$ cat src/rtl/clhb_pkg.sv
// ---------------------------------------------------------------------------
// clhb_pkg
// Shared codes, configuration layout and sizing helpers for the console
// line history buffer.
// ---------------------------------------------------------------------------
package clhb_pkg;

    // Word function codes
    localparam logic [2:0] FUNC_CHAR      = 3'd0;
    localparam logic [2:0] FUNC_END_WRITE = 3'd1;
    localparam logic [2:0] FUNC_RULER     = 3'd2;
    localparam logic [2:0] FUNC_FLUSH     = 3'd3;
    localparam logic [2:0] FUNC_CLEAR     = 3'd4;
    localparam logic [2:0] FUNC_READ      = 3'd5;

    localparam logic [7:0] NEWLINE_CODE = 8'd10;
    localparam logic [7:0] RULER_MARK   = 8'h80;

    // Register map: word index taken from paddr[3:2]
    localparam int         PADDR_W            = 4;
    localparam logic [1:0] REG_MAX_LINE_LEN   = 2'd0;
    localparam logic [1:0] REG_MAX_LINES      = 2'd1;
    localparam logic [1:0] REG_ALWAYS_FLUSH   = 2'd2;

    localparam logic [7:0] MAX_LINE_LEN_RESET = 8'd128;
    localparam logic [5:0] MAX_LINES_RESET    = 6'd32;

    typedef struct packed {
        logic [7:0] max_line_len;
        logic [5:0] max_lines;
        logic       always_flush;
    } cfg_t;

    // Physical ring size: one spare slot so the line being assembled never
    // overlaps a held line, rounded up to even so two consecutive slots
    // always fall in different metadata banks.
    function automatic int ring_slots(input int lines);
        return ((lines + 2) / 2) * 2;
    endfunction

endpackage

$ cat src/rtl/clhb_regs.sv
// ---------------------------------------------------------------------------
// clhb_regs
// APB configuration registers: line length, history depth, always-flush.
// ---------------------------------------------------------------------------
module clhb_regs (
    input  logic                          clk,
    input  logic                          rst_n,
    input  logic                          psel,
    input  logic                          penable,
    input  logic                          pwrite,
    input  logic [clhb_pkg::PADDR_W-1:0]  paddr,
    input  logic [31:0]                   pwdata,
    output logic [31:0]                   prdata,
    output logic                          pready,
    output clhb_pkg::cfg_t                cfg
);

    clhb_pkg::cfg_t cfg_reg;
    clhb_pkg::cfg_t cfg_next;
    logic           wr_en;

    assign pready = 1'b1;
    assign wr_en  = psel && penable && pwrite;
    assign cfg    = cfg_reg;

    always_comb
    begin
        cfg_next = cfg_reg;
        if (wr_en)
        begin
            case (paddr[3:2])
                clhb_pkg::REG_MAX_LINE_LEN: cfg_next.max_line_len = pwdata[7:0];
                clhb_pkg::REG_MAX_LINES:    cfg_next.max_lines    = pwdata[5:0];
                clhb_pkg::REG_ALWAYS_FLUSH: cfg_next.always_flush = pwdata[0];
                default:                    cfg_next = cfg_reg;
            endcase
        end
    end

    always_comb
    begin
        case (paddr[3:2])
            clhb_pkg::REG_MAX_LINE_LEN: prdata = {24'd0, cfg_reg.max_line_len};
            clhb_pkg::REG_MAX_LINES:    prdata = {26'd0, cfg_reg.max_lines};
            clhb_pkg::REG_ALWAYS_FLUSH: prdata = {31'd0, cfg_reg.always_flush};
            default:                    prdata = 32'd0;
        endcase
    end

    always_ff @(posedge clk or negedge rst_n)
    begin
        if (!rst_n)
        begin
            cfg_reg.max_line_len <= clhb_pkg::MAX_LINE_LEN_RESET;
            cfg_reg.max_lines    <= clhb_pkg::MAX_LINES_RESET;
            cfg_reg.always_flush <= 1'b0;
        end
        else
        begin
            cfg_reg <= cfg_next;
        end
    end

endmodule

$ cat config.mk
export PLATFORM = sky130hd
export DESIGN_NAME = clhb_regs
export DESIGN_NICKNAME = d
export VERILOG_FILES = /design/src/rtl/clhb_pkg.sv /design/src/rtl/clhb_regs.sv
export SDC_FILE = /design/constraint.sdc
export NUM_CORES = 1
export LEC_CHECK = 0
export BUFFER_PORTS_ARGS = -buffer_cell sky130_fd_sc_hd__buf_4
export CAP_MARGIN = 10
export CORE_ASPECT_RATIO = 1.25
export CORE_UTILIZATION = 39
export CTS_CLUSTER_SIZE = 14
export DETAILED_ROUTE_END_ITERATION = 8
export GPL_ROUTABILITY_DRIVEN = 0
export PLACE_DENSITY = 0.82
export SKIP_LAST_GASP = 1
export SYNTH_ARGS = -nofsm -noshare
export SYNTH_HDL_FRONTEND = slang
export SYNTH_SLANG_ARGS = --single-unit
$ cat constraint.sdc
create_clock -name clk -period 1.15 [get_ports clk]
set_input_delay 0.0575 -clock clk [delete_from_list [all_inputs] [get_ports clk]]
set_output_delay 0.0575 -clock clk [all_outputs]
set_load 0.02 [all_outputs]
==> impl_metrics.toml <==
[yosys]
synth.distinct_cells = 17
yosysTopAreaCell = "dfrtp_1"
synth_area_leaders = "dfrtp_1 34%, buf_4 20%, mux2_4 13%"
syn_area_um2 = 943
syn_avg_cell_area_um2 = 11.8
ys_warn_count = 0
synth.yosys.seq_area_share_pct = 40.1
synthCells = 80
ys_seq_elements = 15
synth_top_area_share_pct = 34.5

[critical_path]
cp.required_ns = 1.09
worst-path-stages = 3
cp_top_family = "flip-flops"
critPathArrivalTime_ns = 1.16
critPathSlowestCell = "dfstp_2"
cp_cell_sequence = "mux2i_1, nor2_1, buf_4"
crit_fanout = 2
cp-start-kind = "flop"
critPathCaptureType = "output pin"
r2r.worst_path.cells = 2
crit_buf_inv = 1
crit_type = "reg2out"
slowest_delay_ns = 0.56

[power]
p_clk_share_pct = 15.4
p_per_area_nw_per_um2 = 1550
seq_power_share_pct = 37.1
combPwrFrac_pct = 47.5
p_switching_uw = 771
leakage_uw = 0.000721
swShare_pct = 37.4
p_total_uw = 2060
vdd_ir_drop_max_uv = 953
p_int_uw = 1290

[global_route]
grt_pass1_wl_um = 3240
grt_pass1_vias = 720
antenna_found_initial = 0
grt_max_degree = 16
gr-total-overflow = 0
grt_use_total_pct = 16.9

[layout]
drive_above_1_share_pct = 55.1
nets = 178
largest_register_ffs = 15
final_cell_mix = "51 x buf_4, 25 x conb_1, 13 x dfrtp_1"
fill_cells = 176
syn_to_final_growth_pct = 40.6
diodes = 0
fin_cells = 167
final_common_cell = "buf_4"

[floorplan]
io_pins = 89
initial_core_util_pct = 42.2
num_rows = 19
die_area_um2 = 2620
die_x_um = 46.0
fp.coreArea_um2 = 2230
die_h_um = 57.0

[timing]
holdWs_ns = 0.00601
setup_ws_ns = -0.0641
fin_crit_sh_pct = 106
setup_violations = 2
fin_tns_setup_ns = -0.0847
fin_crit_ns = 1.21
hold_violations = 0
slew_viol_final = 0
rsz0062_at_grt = "yes"
skew_ns = 0
max_freq_mhz = 824

[run]
cap_violations = 0

[route]
wirelength_um = 2190
num_vias = 727
drc = 0
routedWlPerCell_um = 13.1
postRouteAntennaNets = 0
first_pass_iters = 4
drt_iter0_drc = 5
avgViaCountPerCell = 4.35

[cts]
clk_pin_slew_worst_paths_ns = 0.09
clock_path_buffers = 2
clk_latency_ns = 0.29
cts_tree = "built"
h-tree-depth = 1
cts.sinks = 15
cts_root_buf = "clkbuf_4"
numCtsBuffers = 3

[placed_design]
placedCellCount = 150
dp_slack_ns = -0.0430
io_buffers = 37

[min_path]
worstHoldPathType = "in2reg"
min_path_cells = 2

[status]
status = "finished with violations"
violations = "setup timing"
layout make-up:
class                      count  area, um2  share of cell area, %
timing repair buffer          57        444                   33.5
sequential                    15        378                   28.5
clock buffer                   4       26.3                   1.98
tap                           31       38.8                   2.92
multi-input combinational     60        439                   33.1
power by group through the flow:
stage	registers, uW	clock network [uW]	logic [uW]
6_report	765	318	979
3_3_place_gp	764	0	826
3_5_place_dp	770	0	839
5_1_grt	777	334	1040
2_1_floorplan	909	0	407
4_1_cts	762	312	871
synthesized netlist by cell type (all sizes together):
master,instances
and2,2
buf,28
conb,2
dfrtp,13
dfstp,2
mux2,15
mux2i,6
nand3,1
nand3b,1
nor2,6
nor3b,2
o21ai,1
or3,1
routing by layer:
metal	up-vias	global-route usage, %	routed length, um
met4	0	8.82	50
met3	8	2.85	145
met5	-	0	0
li1	326	-	-
met2	51	28.8	1210
met1	342	19.3	784
per-stage QoR:
stage               instance area (um2)  utilization [%]
floorplan                          1030                -
global placement                   1180             53.0
detailed placement                 1180             53.0
CTS                                1270             56.7
global route                       1330             59.4
finish                             1330             59.4
cells by family (layout without fill, tap and decap cells):
kind of cell,Yosys count,after routing,synth area share [%]
simple gates,13,13,8.36
compound gates,1,1,0.530
other cells,2,25,0.796
buf+inv,28,61,22.8
flops,15,15,40.1
mux,21,21,27.5
timing repair:
action | in CTS | in global routing
setup endpoints to repair | 1 | 6
hold buffers | 5 | 0
resized for setup | 0 | 3
hold endpoints to repair | 19 | 0
setup buffers | 1 | 7
worst paths after layout:
path / startpoint / endpoint / slack (ns)
hold reg to reg: cfg[13] / cfg[13] / 0.55
max in group asynchronous: rst_n / cfg[6] / 0.76
setup / recovery: cfg[6] / prdata[5] / -0.06
setup reg to reg: cfg[11] / cfg[11] / 0.25
min in group asynchronous: rst_n / cfg[2] / 0.13
hold / removal: pwdata[3] / cfg[10] / 0.006
Power figures use the tool's default switching activity.
