## config.mk

```make
export PLATFORM = sky130hd
export DESIGN_NAME = clhb_ctrl
export DESIGN_NICKNAME = d
export VERILOG_FILES = /design/src/rtl/clhb_pkg.sv /design/src/rtl/clhb_ctrl.sv
export SDC_FILE = /design/constraint.sdc
export NUM_CORES = 1
export LEC_CHECK = 0
export BUFFER_PORTS_ARGS = -buffer_cell sky130_fd_sc_hd__buf_2
export CAP_MARGIN = 5
export CORE_UTILIZATION = 46
export DETAILED_ROUTE_END_ITERATION = 10
export PLACE_DENSITY = 0.71
export SYNTH_ARGS = -nofsm -noshare
export SYNTH_HDL_FRONTEND = slang
export SYNTH_SLANG_ARGS = --single-unit
export TNS_END_PERCENT = 50
```

## constraint.sdc

```tcl
create_clock -name clk -period 12.52 [get_ports clk]
set_clock_uncertainty 0.2 [all_clocks]
set_input_delay 1.252 -clock clk [delete_from_list [all_inputs] [get_ports clk]]
set_output_delay 1.252 -clock clk [all_outputs]
set_load 0.05 [all_outputs]
```

## src/rtl/clhb_pkg.sv

```systemverilog
// ---------------------------------------------------------------------------
// clhb_pkg
// Shared codes, configuration layout and sizing helpers for the console
// line history buffer.
// ---------------------------------------------------------------------------
package clhb_pkg;

    // Word function codes
    localparam logic [2:0] FUNC_CHAR      = 3'd0;
    localparam logic [2:0] FUNC_END_WRITE = 3'd1;
    localparam logic [2:0] FUNC_RULER     = 3'd2;
    localparam logic [2:0] FUNC_FLUSH     = 3'd3;
    localparam logic [2:0] FUNC_CLEAR     = 3'd4;
    localparam logic [2:0] FUNC_READ      = 3'd5;

    localparam logic [7:0] NEWLINE_CODE = 8'd10;
    localparam logic [7:0] RULER_MARK   = 8'h80;

    // Register map: word index taken from paddr[3:2]
    localparam int         PADDR_W            = 4;
    localparam logic [1:0] REG_MAX_LINE_LEN   = 2'd0;
    localparam logic [1:0] REG_MAX_LINES      = 2'd1;
    localparam logic [1:0] REG_ALWAYS_FLUSH   = 2'd2;

    localparam logic [7:0] MAX_LINE_LEN_RESET = 8'd128;
    localparam logic [5:0] MAX_LINES_RESET    = 6'd32;

    typedef struct packed {
        logic [7:0] max_line_len;
        logic [5:0] max_lines;
        logic       always_flush;
    } cfg_t;

    // Physical ring size: one spare slot so the line being assembled never
    // overlaps a held line, rounded up to even so two consecutive slots
    // always fall in different metadata banks.
    function automatic int ring_slots(input int lines);
        return ((lines + 2) / 2) * 2;
    endfunction

endpackage

```

## src/rtl/clhb_ctrl.sv

```systemverilog
// ---------------------------------------------------------------------------
// clhb_ctrl
// Line bookkeeping: pending count and flags, ring pointers, write commands
// for the text and metadata stores, and read slot lookup.
// ---------------------------------------------------------------------------
module clhb_ctrl #(
    parameter int MAX_LINES      = 32,
    parameter int MAX_LINE_CHARS = 128,
    localparam int SLOTS     = clhb_pkg::ring_slots(MAX_LINES),
    localparam int SW        = $clog2(SLOTS),
    localparam int BW        = SW - 1,
    localparam int CPW       = $clog2(MAX_LINE_CHARS),
    localparam int LCW       = $clog2(MAX_LINES + 1),
    localparam int EW        = (LCW > 6) ? LCW : 6,
    localparam int IW        = (LCW > 7) ? LCW : 7,
    localparam int LEN_CAP   = (MAX_LINE_CHARS > 255) ? 255 : MAX_LINE_CHARS,
    localparam int LINES_CAP = (MAX_LINES > 63) ? 63 : MAX_LINES
) (
    input  logic                    clk,
    input  logic                    rst_n,
    input  clhb_pkg::cfg_t          cfg,
    input  logic                    go,
    input  logic [2:0]              func,
    input  logic [7:0]              char_code,
    input  logic [7:0]              line_flags,
    input  logic signed [6:0]       line_index,
    output logic                    txt_we,
    output logic [SW+CPW-1:0]       txt_waddr,
    output logic [7:0]              txt_wdata,
    output logic [1:0]              meta_we,
    output logic [1:0][BW-1:0]      meta_waddr,
    output logic [1:0][15:0]        meta_wdata,
    output logic [SW-1:0]           rd_slot,
    output logic                    rd_hit,
    output logic [5:0]              lines_held
);

    logic [LCW-1:0] count_reg, count_next;
    logic [SW-1:0]  oldest_reg, oldest_next;
    logic [SW-1:0]  pend_reg, pend_next;
    logic [7:0]     pcnt_reg, pcnt_next;
    logic [7:0]     pflags_reg, pflags_next;

    logic [7:0]     eff_len;
    logic [5:0]     eff_lines;
    logic [7:0]     pcnt_sat;
    logic [7:0]     pcnt_base;
    logic [7:0]     close_flags;
    logic           is_char, is_end, is_ruler, is_flush, is_clear, is_nl;
    logic           want_close, close_a, grow_a, grow_b;
    logic [LCW-1:0] count_a, count_b;
    logic [SW-1:0]  oldest_a, oldest_b, pend_a, pend_b;
    logic           a_hit, b_hit;

    logic [6:0]     back;
    logic [IW-1:0]  cnt_i, back_i, idx;
    logic [SW:0]    slot_sum;

    function automatic logic [SW-1:0] slot_inc(input logic [SW-1:0] s);
        return (s == SW'(SLOTS - 1)) ? '0 : s + SW'(1);
    endfunction

    always_comb
    begin
        if (cfg.max_line_len == 8'd0)
            eff_len = 8'd1;
        else if (cfg.max_line_len > 8'(LEN_CAP))
            eff_len = 8'(LEN_CAP);
        else
            eff_len = cfg.max_line_len;

        if (cfg.max_lines == 6'd0)
            eff_lines = 6'd1;
        else if (cfg.max_lines > 6'(LINES_CAP))
            eff_lines = 6'(LINES_CAP);
        else
            eff_lines = cfg.max_lines;

        // A shorter line length takes effect on the pending count at once.
        pcnt_sat = (pcnt_reg > eff_len) ? eff_len : pcnt_reg;

        is_char  = go && (func == clhb_pkg::FUNC_CHAR);
        is_end   = go && (func == clhb_pkg::FUNC_END_WRITE);
        is_ruler = go && (func == clhb_pkg::FUNC_RULER);
        is_flush = go && (func == clhb_pkg::FUNC_FLUSH);
        is_clear = go && (func == clhb_pkg::FUNC_CLEAR);
        is_nl    = (char_code == clhb_pkg::NEWLINE_CODE);

        want_close = (is_char && (is_nl || (pcnt_sat >= eff_len))) || is_ruler || is_flush
                     || (is_end && cfg.always_flush);
        close_a     = want_close && (pcnt_sat != 8'd0);
        close_flags = is_char ? line_flags : pflags_reg;

        // First append: the pending line. Second append: the ruler line.
        grow_a   = EW'(count_reg) < EW'(eff_lines);
        count_a  = (close_a && grow_a) ? count_reg + LCW'(1) : count_reg;
        oldest_a = (close_a && !grow_a) ? slot_inc(oldest_reg) : oldest_reg;
        pend_a   = close_a ? slot_inc(pend_reg) : pend_reg;

        grow_b   = EW'(count_a) < EW'(eff_lines);
        count_b  = (is_ruler && grow_b) ? count_a + LCW'(1) : count_a;
        oldest_b = (is_ruler && !grow_b) ? slot_inc(oldest_a) : oldest_a;
        pend_b   = is_ruler ? slot_inc(pend_a) : pend_a;

        if (is_clear)
        begin
            count_next  = '0;
            oldest_next = '0;
            pend_next   = '0;
        end
        else
        begin
            count_next  = count_b;
            oldest_next = oldest_b;
            pend_next   = pend_b;
        end

        pcnt_base = close_a ? 8'd0 : pcnt_sat;
        if (is_char)
            pcnt_next = is_nl ? 8'd0 : pcnt_base + 8'd1;
        else if (is_clear)
            pcnt_next = 8'd0;
        else
            pcnt_next = pcnt_base;

        if (close_a)
            pflags_next = 8'd0;
        else if (is_char)
            pflags_next = line_flags;
        else
            pflags_next = pflags_reg;

        // Characters go straight into the slot of the line being assembled.
        txt_we    = is_char && !is_nl;
        txt_waddr = {pend_a, CPW'(pcnt_base)};
        txt_wdata = char_code;

        // Consecutive slots have opposite parity, so each bank sees at most one write.
        for (int k = 0; k < 2; k++)
        begin
            a_hit = close_a && (pend_reg[0] == k[0]);
            b_hit = is_ruler && (pend_a[0] == k[0]);
            meta_we[k]    = a_hit || b_hit;
            meta_waddr[k] = b_hit ? pend_a[SW-1:1] : pend_reg[SW-1:1];
            meta_wdata[k] = b_hit ? {8'd0, clhb_pkg::RULER_MARK} : {pcnt_sat, close_flags};
        end

        // Read lookup; a negative index counts back and clamps to the oldest.
        back   = ~line_index + 7'd1;
        cnt_i  = IW'(count_reg);
        back_i = IW'(back);
        if (line_index[6])
            idx = (back_i > cnt_i) ? '0 : cnt_i - back_i;
        else
            idx = IW'(line_index[5:0]);
        rd_hit   = idx < cnt_i;
        slot_sum = (SW + 1)'(oldest_reg) + (SW + 1)'(idx);
        if (slot_sum >= (SW + 1)'(SLOTS))
            rd_slot = SW'(slot_sum - (SW + 1)'(SLOTS));
        else
            rd_slot = SW'(slot_sum);

        lines_held = 6'(count_reg);
    end

    always_ff @(posedge clk or negedge rst_n)
    begin
        if (!rst_n)
        begin
            count_reg  <= '0;
            oldest_reg <= '0;
            pend_reg   <= '0;
            pcnt_reg   <= 8'd0;
            pflags_reg <= 8'd0;
        end
        else
        begin
            count_reg  <= count_next;
            oldest_reg <= oldest_next;
            pend_reg   <= pend_next;
            pcnt_reg   <= pcnt_next;
            pflags_reg <= pflags_next;
        end
    end

endmodule

```

==> summary.md, run 1 <==
| Metric | Value |
|---|---|
| Status | `finished clean` |
| Die Y | `roughly 100 um` |
| Unique cell type count in the Yosys netlist | `a little under 80` |
| Clock tree root buffer cell | `clkbuf_8` |
| # IOs | `approximately 120` |
| Gate Count Post-Synth | `556` |
| DRT Pass-1 Iters | `4` |
| Sw frac | `62.9%` |
| Grt ovf | `0` |
| Initial antenna violation count | `0` |
| Post-cts gate resize count | `0` |
| Vias in the first global route | `around 4300` |
| Net Switching | `769 uW` |
| Final Hold Viols | `0` |
| Worst-Skew Late Latency | `300 ps` |
| Total Routed Length | `11.9 mm` |
| Mapped Nets | `roughly 660` |
| Top post-synthesis cells by count | `nor2_1, ha_1, inv_1` |
| CP endpoint kind | `primary output` |
| Post-DP HPWL | `9.53 mm` |
| #FFs+latches synth | `34` |
| Drt wl/cell | `around 15 um` |
| Max Cap Violations | `0` |
| Period utilisation layout | `around 67%` |
| Seq pwr share | `15.8%` |
| Register area share after synthesis | `roughly a fifth` |
| RSZ-0062 raised after global routing | `false` |
| Worst min path class | `flop to flop` |
| Slowest CP cell | `and2_1` |
| Die Area | `10200 um^2` |
| Slew @ Worst Pin | `896 ps` |
| Area Overhead vs Synth | `15.8%` |
| Post-route setup TNS | `0 ps` |
| Via count | `4333` |
| # diodes | `0` |
| TritonCTS clock tree | `done` |
| Most common cell in the netlist | `nor2_1` |
| CP required | `11070 ps` |
| Post-synth EDFFs | `0` |
| CP Cell Sequence | `buf_2, inv_1, nand2_1, ha_1, nand4_1, nor2_1, a21oi_2, nor2_2, nor2_1, a21oi_1, inv_1, ha_1, and3_1, nand3_1, o31ai_2, o32a_2, nand2b_1, o21ai_1, and2_1, nor2_1, a21oi_1, buf_2` |
| Core box area | `~9400 um^2` |
| Synth Area per Inst | `8.13 um^2` |
| Int Power | `453 uW` |
| CP Class | `primary input to primary output` |
| Max-slew violations | `0` |
| H-tree depth | `2` |
| Pleak | `approximately 0.0027 uW` |
| Share of cells above drive strength 1 | `between 20% and 30%` |
| IO Port Bufs | `122` |
| CTS sink count | `34` |
| All-Layer GR Usage | `24.2%` |
| Worst IR Drop VDD | `190 uV` |
| Total power | `1220 uW` |
| DRC viols | `0` |
| Post-Syn Area | `4520 um^2` |
| Clock network fraction of design power | `7.2%` |
| Initial core utilization | `48.3%` |
| Combinational group share of total power | `77.1%` |
| Leading area contributor after synthesis | `dfrtp_1` |
| Final setup vio count | `0` |
| Fin crit period | `8400 ps` |
| Yosys warning count | `0` |
| Critical path arrival | `6950 ps` |
| Fmax | `119 MHz` |
| Detailed router's first-iteration violation count | `257` |
| Top Family by Delay on Critical Path | `simple AND/OR/NAND/NOR gates` |
| Final net count | `~760` |
| CP most frequent cell | `nor2_1` |
| Worst slew margin relative to its limit | `between 40% and 50%` |
| Synth async-reset ratio | `100%` |
| Global-route wire length before repair | `roughly 20 mm` |
| PwrDens | `233 nW/um^2` |
| CP bufs+invs | `4` |
| Clock-pin slew on the worst setup and hold paths | `70 ps` |
| CP Max Fanout | `31` |
| CP peak stage delay | `720 ps` |
| Post-DR vias/cell | `5.47` |
| Leading post-synthesis cells by cell area | `dfrtp_1, ha_1, nor2_1` |
| Primary FF master, synth | `dfrtp_1` |
| Post-route ant nets | `0` |
| Setup Buffers After CTS | `0` |
| Share of the synthesized area in the top cell type | `18.8%` |
| GPL Wtd Cong | `roughly 0.96` |
| DIE WIDTH | `101 um` |
| CTS Hold Bufs | `0` |
| # rows | `35` |
| CTS Buf Count | `5` |
| Max Buffers Root-to-Sink | `2` |
| Largest net degree at the start of global routing | `35` |
| Crit path launch type | `primary input` |
## cell type report
cell class                      instances  area, um^2
Clock buffer                            7        86.3
Clock inverter                          1        5.00
Fill cell                             893        4140
Inverter                               52         198
Multi-Input combinational cell        445        3310
Sequential cell                        34         851
Tap cell                              129         161
Timing Repair Buffer                  124         626
## worst min-delay path, cell delays in order, from the launching register on
cell and delay [ps]:
dfrtp_1 330, mux2i_1 90, nor2_1 90
## worst paths after layout
| kind | end | from | cells past startpoint | slack, ps |
|---|---|---|---|---|
| worst max-delay path | meta_waddr[6] | cfg[14] | 22 | 4120 |
| worst min-delay path | pflags_reg[2]$_DFF_PN0_ | pflags_reg[2]$_DFF_PN0_ | 2 | 350 |
| worst max register to register | lines_held[4]$_DFF_PN0_ | pcnt_reg[7]$_DFF_PN0_ | 25 | 5530 |
| worst min register to register | pflags_reg[2]$_DFF_PN0_ | pflags_reg[2]$_DFF_PN0_ | 2 | 350 |
| max in group asynchronous | oldest_reg[3]$_DFF_PN0_ | rst_n | 1 | 10790 |
| min in group asynchronous | pend_reg[4]$_DFF_PN0_ | rst_n | 1 | 830 |
## logic make-up (layout without fill, tap and decap cells)
family	after synthesis	in the layout	share of synthesized area [%]
fa+ha+maj	58	58	16.4
xor+xnor	34	34	7.25
mux	24	24	5.76
compound gates	109	109	17.8
simple gates	220	220	26.0
flops	34	34	18.8
buf+inv	77	184	8.00
## cell usage in the layout, fill, tap and decap left out, types with 3 or more instances in the layout
cell type and instances:
o21ai_1 4, a21oi_1 29, and3_1 4, nor3_1 14, nand4_1 9, o211ai_1 3, mux2_4 3, nand2_1 43
nand2b_1 5, nand3_1 17, nor2b_1 5, nor4_1 6, ha_1 56, nor2_1 80, xor2_2 3, or3_1 5
mux2_2 4, clkbuf_8 6, o21a_1 4, o21bai_1 4, and3_2 3, and2_1 4, inv_1 50, nor2_2 3
o32ai_1 7, dfrtp_1 34, o21ai_0 21, a21o_1 7, a31oi_1 4, xor2_1 12, mux2i_1 17, buf_2 122
xnor2_1 18, o31ai_1 3
## layer usage
metal	wire length [um]	up-vias	global-route usage (%)	share of wire, %
met5	0	-	0	0
met4	161	0	6.69	1.4
met3	756	15	4.35	6.4
met2	5600	147	41.7	47
met1	5340	2008	31.0	45
li1	-	2163	-	-
## stage by stage
step           cells  worst slack (ps)  hold slack, ps  cell area [um^2]  util (%)
2_1_floorplan    556              4480             296              4520         -
3_3_place_gp     784              4400             322              5140      54.9
3_5_place_dp     784              4140             335              5140      54.9
4_1_cts          792              4140             352              5240      55.9
5_1_grt          792              3530             388              5240      55.9
6_report         792              4120             347              5240      55.9
## power groups by stage
stage | clock network (uW) | logic, uW | registers [uW]
finish | 87.6 | 942 | 193
global route | 94.1 | 1020 | 197
CTS | 89.3 | 943 | 192
detailed placement | 0 | 939 | 194
global placement | 0 | 921 | 195
floorplan | 0 | 741 | 194
(Power assumes the default switching activity.)
==> run 2: changes to the inputs <==
- PLACE_DENSITY: 0.71 -> 0.74
- clock period: 12.52 -> 7.2 ns (I/O delays scaled with it)
==> run 2 against run 1 <==
Non-clock buffer count increased by 6. Total power rose by 73%. Register-to-register slack lost 4400 ps. Clock-buffer cell count unchanged. Combinational power is 75% higher. Cell area increased by 0.67%. Critical endpoint is now meta_wdata[31]. Highest routed layer unchanged.
==> summary.md, run 2 (same netlist as run 1, synthesis figures left out) <==
| Metric | Value |
|---|---|
| Status | `finished clean` |
| Post-DR vias/cell | `5.50 (+0.45%)` |
| Slowest CP cell | `and2_1` |
| CP most frequent cell | `buf_4` |
| Int Power | `788 uW (+74%)` |
| Pleak | `0.00277 uW (+0.87%)` |
| Via count | `4380 (+1.1%)` |
| # rows | `35 (unchanged)` |
| All-Layer GR Usage | `24.0% (-0.13 points)` |
| DIE WIDTH | `101 um (unchanged)` |
| Final Hold Viols | `0 (unchanged)` |
| Drt wl/cell | `15.0 um (+0.29%)` |
| Max Cap Violations | `0 (unchanged)` |
| Die Area | `10200 um^2 (unchanged)` |
| Period utilisation layout | `about nine tenths` |
| Setup slack after layout | `625 ps (-3490 ps)` |
| Initial core utilization | `48.3% (unchanged)` |
| CP Cell Sequence | `buf_2, inv_1, nand2_1, ha_1, nand4_1, nor2_1, a21oi_2, nor2_4, mux2i_1, ha_1, nand2b_1, a2111oi_2, o31ai_2, o32ai_2, buf_4, nand2_1, o21ai_1, buf_4, and2_1, buf_4, nor2_1, buf_2` |
| Design Area, Final | `5270 um^2 (+0.67%)` |
| Commonest non-fill, non-tap cell in the layout | `buf_2` |
| Share of cells above drive strength 1 | `27.5% (+0.40 points)` |
| Clock tree root buffer cell | `clkbuf_8` |
| Worst slew margin relative to its limit | `46.3% (+6.3 points)` |
| Net Switching | `1330 uW (+73%)` |
| Initial antenna violation count | `0 (unchanged)` |
| Fin crit period | `6570 ps` |
| CTS Hold Bufs | `0 (unchanged)` |
| Critical path arrival | `5650 ps (-1300 ps)` |
| Detailed router's first-iteration violation count | `180 (-30%)` |
| Total Routed Length | `12.0 mm (+0.93%)` |
| Global-route wire length before repair | `19.8 mm (-0.90%)` |
| Max Buffers Root-to-Sink | `2 (unchanged)` |
| Final setup vio count | `0 (unchanged)` |
| # diodes | `0 (unchanged)` |
| RSZ-0062 raised after global routing | `false` |
| CP Max Fanout | `18 (-42%)` |
| TritonCTS clock tree | `done` |
| Max-slew violations | `0 (unchanged)` |
| Grt ovf | `0 (unchanged)` |
| Die Y | `101 um (unchanged)` |
| DRT Pass-1 Iters | `5 (+1)` |
| Post-route ant nets | `0 (unchanged)` |
| CP Class | `primary input to primary output` |
| Vias in the first global route | `4208 (-2.4%)` |
| CTS Buf Count | `5 (unchanged)` |
| Post-layout util | `56.2% (+0.37 points)` |
| Top Family by Delay on Critical Path | `simple AND/OR/NAND/NOR gates` |
| Crit path launch type | `primary input` |
| DRC viols | `0 (unchanged)` |
| CTS sink count | `34 (unchanged)` |
| Seq pwr share | `15.6% (-0.2 points)` |
| Worst IR Drop VDD | `260 uV (+37%)` |
| Worst-Skew Late Latency | `290 ps (about the same)` |
| Clock-pin slew on the worst setup and hold paths | `70 ps (about the same)` |
| CP peak stage delay | `540 ps (-180 ps)` |
| Worst min path class | `primary input to asynchronous set/reset pin` |
| Core box area | `9370 um^2 (unchanged)` |
| Reg2reg setup slack | `1100 ps (-4430 ps)` |
| Most frequent cells in the layout | `buf_2, nor2_1, ha_1, inv_1, nand2_1` |
| Fillers | `901 (+0.90%)` |
| Slew @ Worst Pin | `805 ps (-91.3 ps)` |
| Sw frac | `62.9% (-0.072 points)` |
| Post-route setup TNS | `0 ps (unchanged)` |
| Fmax | `152 MHz` |
| # IOs | `123 (unchanged)` |
| Post-DP HPWL | `9.62 mm (+0.86%)` |
| Final net count | `770 (+0.79%)` |
| PwrDens | `402 nW/um^2 (+72%)` |
| CP endpoint kind | `primary output` |
| Largest net degree at the start of global routing | `35 (unchanged)` |
| IO Port Bufs | `122 (unchanged)` |
| GPL Wtd Cong | `0.875 (-9.1%)` |
| CP required | `6280 ps (-4790 ps)` |
| Combinational group share of total power | `78.0% (+0.9 points)` |
| Clock network fraction of design power | `6.4% (-0.8 points)` |
| CP bufs+invs | `6 (+2)` |
| H-tree depth | `2 (unchanged)` |
| Area Overhead vs Synth | `16.6%` |
| Placed Area | `5190 um^2 (+0.88%)` |
| Post-Place Setup Slack | `219 ps (-3920 ps)` |
## run 2: cell types whose count changed in the layout (fill, tap and decap cells not counted), sizes merged
cell,delta
clkinv,-1
buf,+6
## run 2: worst paths after layout
path,startpoint,endpoint,depth (start not counted)
max in group asynchronous,rst_n,oldest_reg[5]$_DFF_PN0_,1
worst min register to register,pflags_reg[4]$_DFF_PN0_,pflags_reg[4]$_DFF_PN0_,2
worst max-delay path,cfg[14],meta_wdata[31],22
worst min-delay path,rst_n,lines_held[0]$_DFF_PN0_,1
min in group clk,pflags_reg[4]$_DFF_PN0_,pflags_reg[4]$_DFF_PN0_,2
worst max register to register,pcnt_reg[6]$_DFF_PN0_,lines_held[4]$_DFF_PN0_,23
## run 2: power by group through the flow
| stage | clock, uW | sequential, uW | combinational [uW] |
|---|---|---|---|
| 6_report | 136 | 331 | 1650 |
| 5_1_grt | 150 | 340 | 1790 |
| 4_1_cts | 141 | 330 | 1650 |
| 3_5_place_dp | 0 | 334 | 1640 |
| 3_3_place_gp | 0 | 331 | 1610 |
| 2_1_floorplan | 0 | 338 | 1290 |
## run 2: final cells by class
class / count / area, um^2 / area share (%)
Multi-Input combinational cell: 445 / 3310 / 62.9
Sequential cell: 34 / 851 / 16.1
Timing Repair Buffer: 130 / 671 / 12.7
Inverter: 52 / 198 / 3.75
Tap cell: 129 / 161 / 3.06
Clock buffer: 7 / 76.3 / 1.45
## run 2: layer usage
metal / GRT usage, % / part of all wire, % / vias up / wire length [um]
met5: 0 / 0 / - / 0
met4: 5.91 / 1.3 / 0 / 152
met3: 3.66 / 5.2 / 20 / 628
met2: 41.9 / 49 / 133 / 5830
met1: 31.2 / 45 / 2062 / 5370
li1: - / - / 2165 / -
## run 2: worst reg2reg max path, stage by stage, from the launching register on
cell and delay [ps]:
dfrtp_1 430, ha_1 320, nand4_1 150, nor2_1 230, a21oi_2 100, nor2_4 310, mux2i_1 490, ha_1 320
nand2b_1 150, a2111oi_2 430, o31ai_2 150, o32a_2 220, nand3_1 150, nor3_1 80, xnor2_1 260, ha_1 320
a21oi_1 130, o21ai_0 170, or4_4 460, mux2_4 310, a21oi_4 260, nand4_1 150, xor2_1 180, nor2_1 90
## run 2: per-stage QoR
| step | power [uW] | hold slack (ps) | cells |
|---|---|---|---|
| after floorplan | 1630 | 224 | 556 |
| after global placement | 1940 | 319 | 790 |
| after detailed placement | 1980 | 333 | 790 |
| after CTS | 2120 | 343 | 797 |
| after global routing | 2280 | 370 | 797 |
| final | 2120 | 318 | 797 |
## run 2: timing repair
| action | in CTS | in global routing |
|---|---|---|
| endpoints found under the hold margin | 0 | 0 |
| endpoints found under the setup margin | 0 | 12 |
| buffers inserted | 0 | 0 |
| resized for setup | 0 | 1 |
==> run 3: changes to the inputs <==
- CORE_UTILIZATION: 46 -> 49
- PLACE_DENSITY: 0.74 -> 0.78
- SKIP_LAST_GASP: default -> 1
- SLEW_MARGIN: default -> 15
==> run 3 against run 2 <==
The run now ends with DRC left. Wire length is 0.53% lower. Non-clock buffer count is 2 lower. Critical path depth is 4 higher. Setup slack worse by 180 ps. Maximum frequency is 2.6% lower. Die area is 6.0% lower. Core utilization is 3.0 points higher. Clock-buffer cell count stayed put. Critical endpoint is now lines_held[4]$_DFF_PN0_. Largest power group unchanged.
==> summary.md, run 3 (same netlist as run 1, synthesis figures left out) <==
| Metric | Value |
|---|---|
| Largest net degree at the start of global routing | `35 (unchanged)` |
| Crit path launch type | `primary input` |
| CTS Hold Bufs | `0 (unchanged)` |
| Commonest non-fill, non-tap cell in the layout | `buf_2` |
| Reg2reg start | `pcnt_reg[5]$_DFF_PN0_` |
| CP endpoint kind | `flop` |
| Grt ovf | `0 (unchanged)` |
| Area Overhead vs Synth | `16.0%` |
| Post-route ant nets | `0 (unchanged)` |
| # rows | `34 (-2.9%)` |
| Most frequent cells in the layout | `buf_2, nor2_1, ha_1, inv_1, nand2_1` |
| R2R cell count | `23 (unchanged)` |
| Post-layout util | `59.3% (+3.0 points)` |
| CP required | `7170 ps (+890 ps)` |
| Core box area | `8850 um^2 (-5.6%)` |
| Period utilisation layout | `93.8% (+2.5 points)` |
| Slew @ Worst Pin | `949 ps (+144 ps)` |
| GPL Wtd Cong | `0.913 (+4.4%)` |
| RSZ-0062 raised after global routing | `false` |
| DRT Pass-1 Iters | `8 (+3)` |
| DRC viols | `4 (+4)` |
| Max Cap Violations | `0 (unchanged)` |
| Via count | `4411 (+0.71%)` |
| # diodes | `0 (unchanged)` |
| DIE WIDTH | `98.1 um (-3.0%)` |
| Detailed router's first-iteration violation count | `305 (+69%)` |
| CTS Buf Count | `5 (unchanged)` |
| Post-DP HPWL | `9.54 mm (-0.84%)` |
| Final setup vio count | `0 (unchanged)` |
| Post-route setup TNS | `0 ps (unchanged)` |
| Status | `complete, but fails checks` |
| Reg2reg setup slack | `920 ps (-180 ps)` |
| Die Area | `9620 um^2 (-6.0%)` |
| Critical path arrival | `6730 ps (+1080 ps)` |
| H-tree depth | `2 (unchanged)` |
| Final Hold Viols | `0 (unchanged)` |
| Total Routed Length | `11.9 mm (-0.53%)` |
| Violated checks | `DRC` |
| Global-route wire length before repair | `20.1 mm (+1.8%)` |
| CP Class | `primary input to flop` |
| Post-cts gate resize count | `0 (unchanged)` |
| Max Buffers Root-to-Sink | `2 (unchanged)` |
| # IOs | `123 (unchanged)` |
| Clock-pin slew on the worst setup and hold paths | `80 ps (about the same)` |
| Die Y | `98.1 um (-3.0%)` |
| Fillers | `810 (-10%)` |
| Clock tree root buffer cell | `clkbuf_8` |
| Initial antenna violation count | `0 (unchanged)` |
| Worst-Skew Late Latency | `290 ps (about the same)` |
| Fin crit period | `6750 ps (+178 ps)` |
| Initial core utilization | `51.1% (+2.9 points)` |
| Critical R2R Capture | `lines_held[4]$_DFF_PN0_` |
| Worst min path class | `primary input to asynchronous set/reset pin` |
| CTS sink count | `34 (unchanged)` |
| Fmax | `148 MHz (-2.6%)` |
| CP Max Fanout | `12 (-6)` |
| Setup Buffers After CTS | `0 (unchanged)` |
| All-Layer GR Usage | `25.2% (+1.2 points)` |
| Share of cells above drive strength 1 | `27.6% (+0.041 points)` |
| TritonCTS clock tree | `done` |
| Pleak | `0.00277 uW (about the same)` |
| Post-DR vias/cell | `5.69 (+3.6%)` |
| PwrDens | `408 nW/um^2 (+1.5%)` |
| Worst IR Drop VDD | `324 uV (+25%)` |
| IO Port Bufs | `122 (unchanged)` |
| Worst slew margin relative to its limit | `36.5% (-9.9 points)` |
| Vias in the first global route | `4343 (+3.2%)` |
| Drt wl/cell | `15.4 um (+2.3%)` |
| Max-slew violations | `0 (unchanged)` |
| Final net count | `768 (-0.26%)` |
## run 3: final cells by class
type,count,area (um^2),area share [%]
Multi-Input combinational cell,445,3310,63.2
Tap cell,108,135,2.58
Timing Repair Buffer,128,656,12.5
Clock buffer,7,86.3,1.65
Clock inverter,1,5.00,0.0954
Inverter,52,198,3.77
Sequential cell,34,851,16.2
## run 3: worst max-delay path by stage
stage,slack (ps),endpoint,start,cells after the start
floorplan,230,meta_waddr[0],cfg[8],21
global placement,320,lines_held[4]$_DFF_PN0_,cfg[8],27
detailed placement,50,lines_held[4]$_DFF_PN0_,cfg[14],26
CTS,350,lines_held[4]$_DFF_PN0_,cfg[8],27
global route,30,lines_held[4]$_DFF_PN0_,cfg[8],28
finish,450,lines_held[4]$_DFF_PN0_,cfg[14],26
## run 3: power by group
part	total, uW	internal [uW]	leakage (uW)	switching, uW
Combinational	1660	471	0.00227	1190
Clock	151	77.3	0.0000482	73.8
Sequential	335	249	0.000453	85.8
Total	2140	797	0.00277	1350
## run 3: metrics by stage
stage               instance area [um^2]  worst slack, ps  power, uW  hold WS, ps  instances
finish                              5250              448       2140          313        775
detailed placement                  5150             54.2       1980          340        767
floorplan                           4520              228       1630          224        556
global placement                    5150              317       1940          317        767
CTS                                 5240              350       2140          337        775
global route                        5250             34.4       2300          376        775
## run 3: metal layers
| metal | vias to the layer above | global-route usage, % | wire length (um) |
|---|---|---|---|
| li1 | 2161 | - | - |
| met2 | 155 | 43.2 | 5810 |
| met4 | 0 | 6.41 | 94 |
| met5 | - | 0 | 0 |
| met3 | 8 | 4.15 | 730 |
| met1 | 2087 | 32.9 | 5270 |
## run 3: critical path, stage by stage
cell	delay [ps]
buf_2	130
inv_1	170
nand2_1	150
ha_1	320
nand4_1	150
nor2_1	230
a21oi_2	100
nor2_4	320
mux2i_1	480
ha_1	320
nand2b_1	160
a2111oi_2	470
o31ai_2	150
o32a_2	300
nand3_1	180
nor3_1	80
xnor2_1	250
ha_1	320
a21oi_1	120
o21ai_0	140
or4_4	450
mux2_4	310
a21oi_4	270
nand4_1	150
xor2_1	210
nor2_1	60
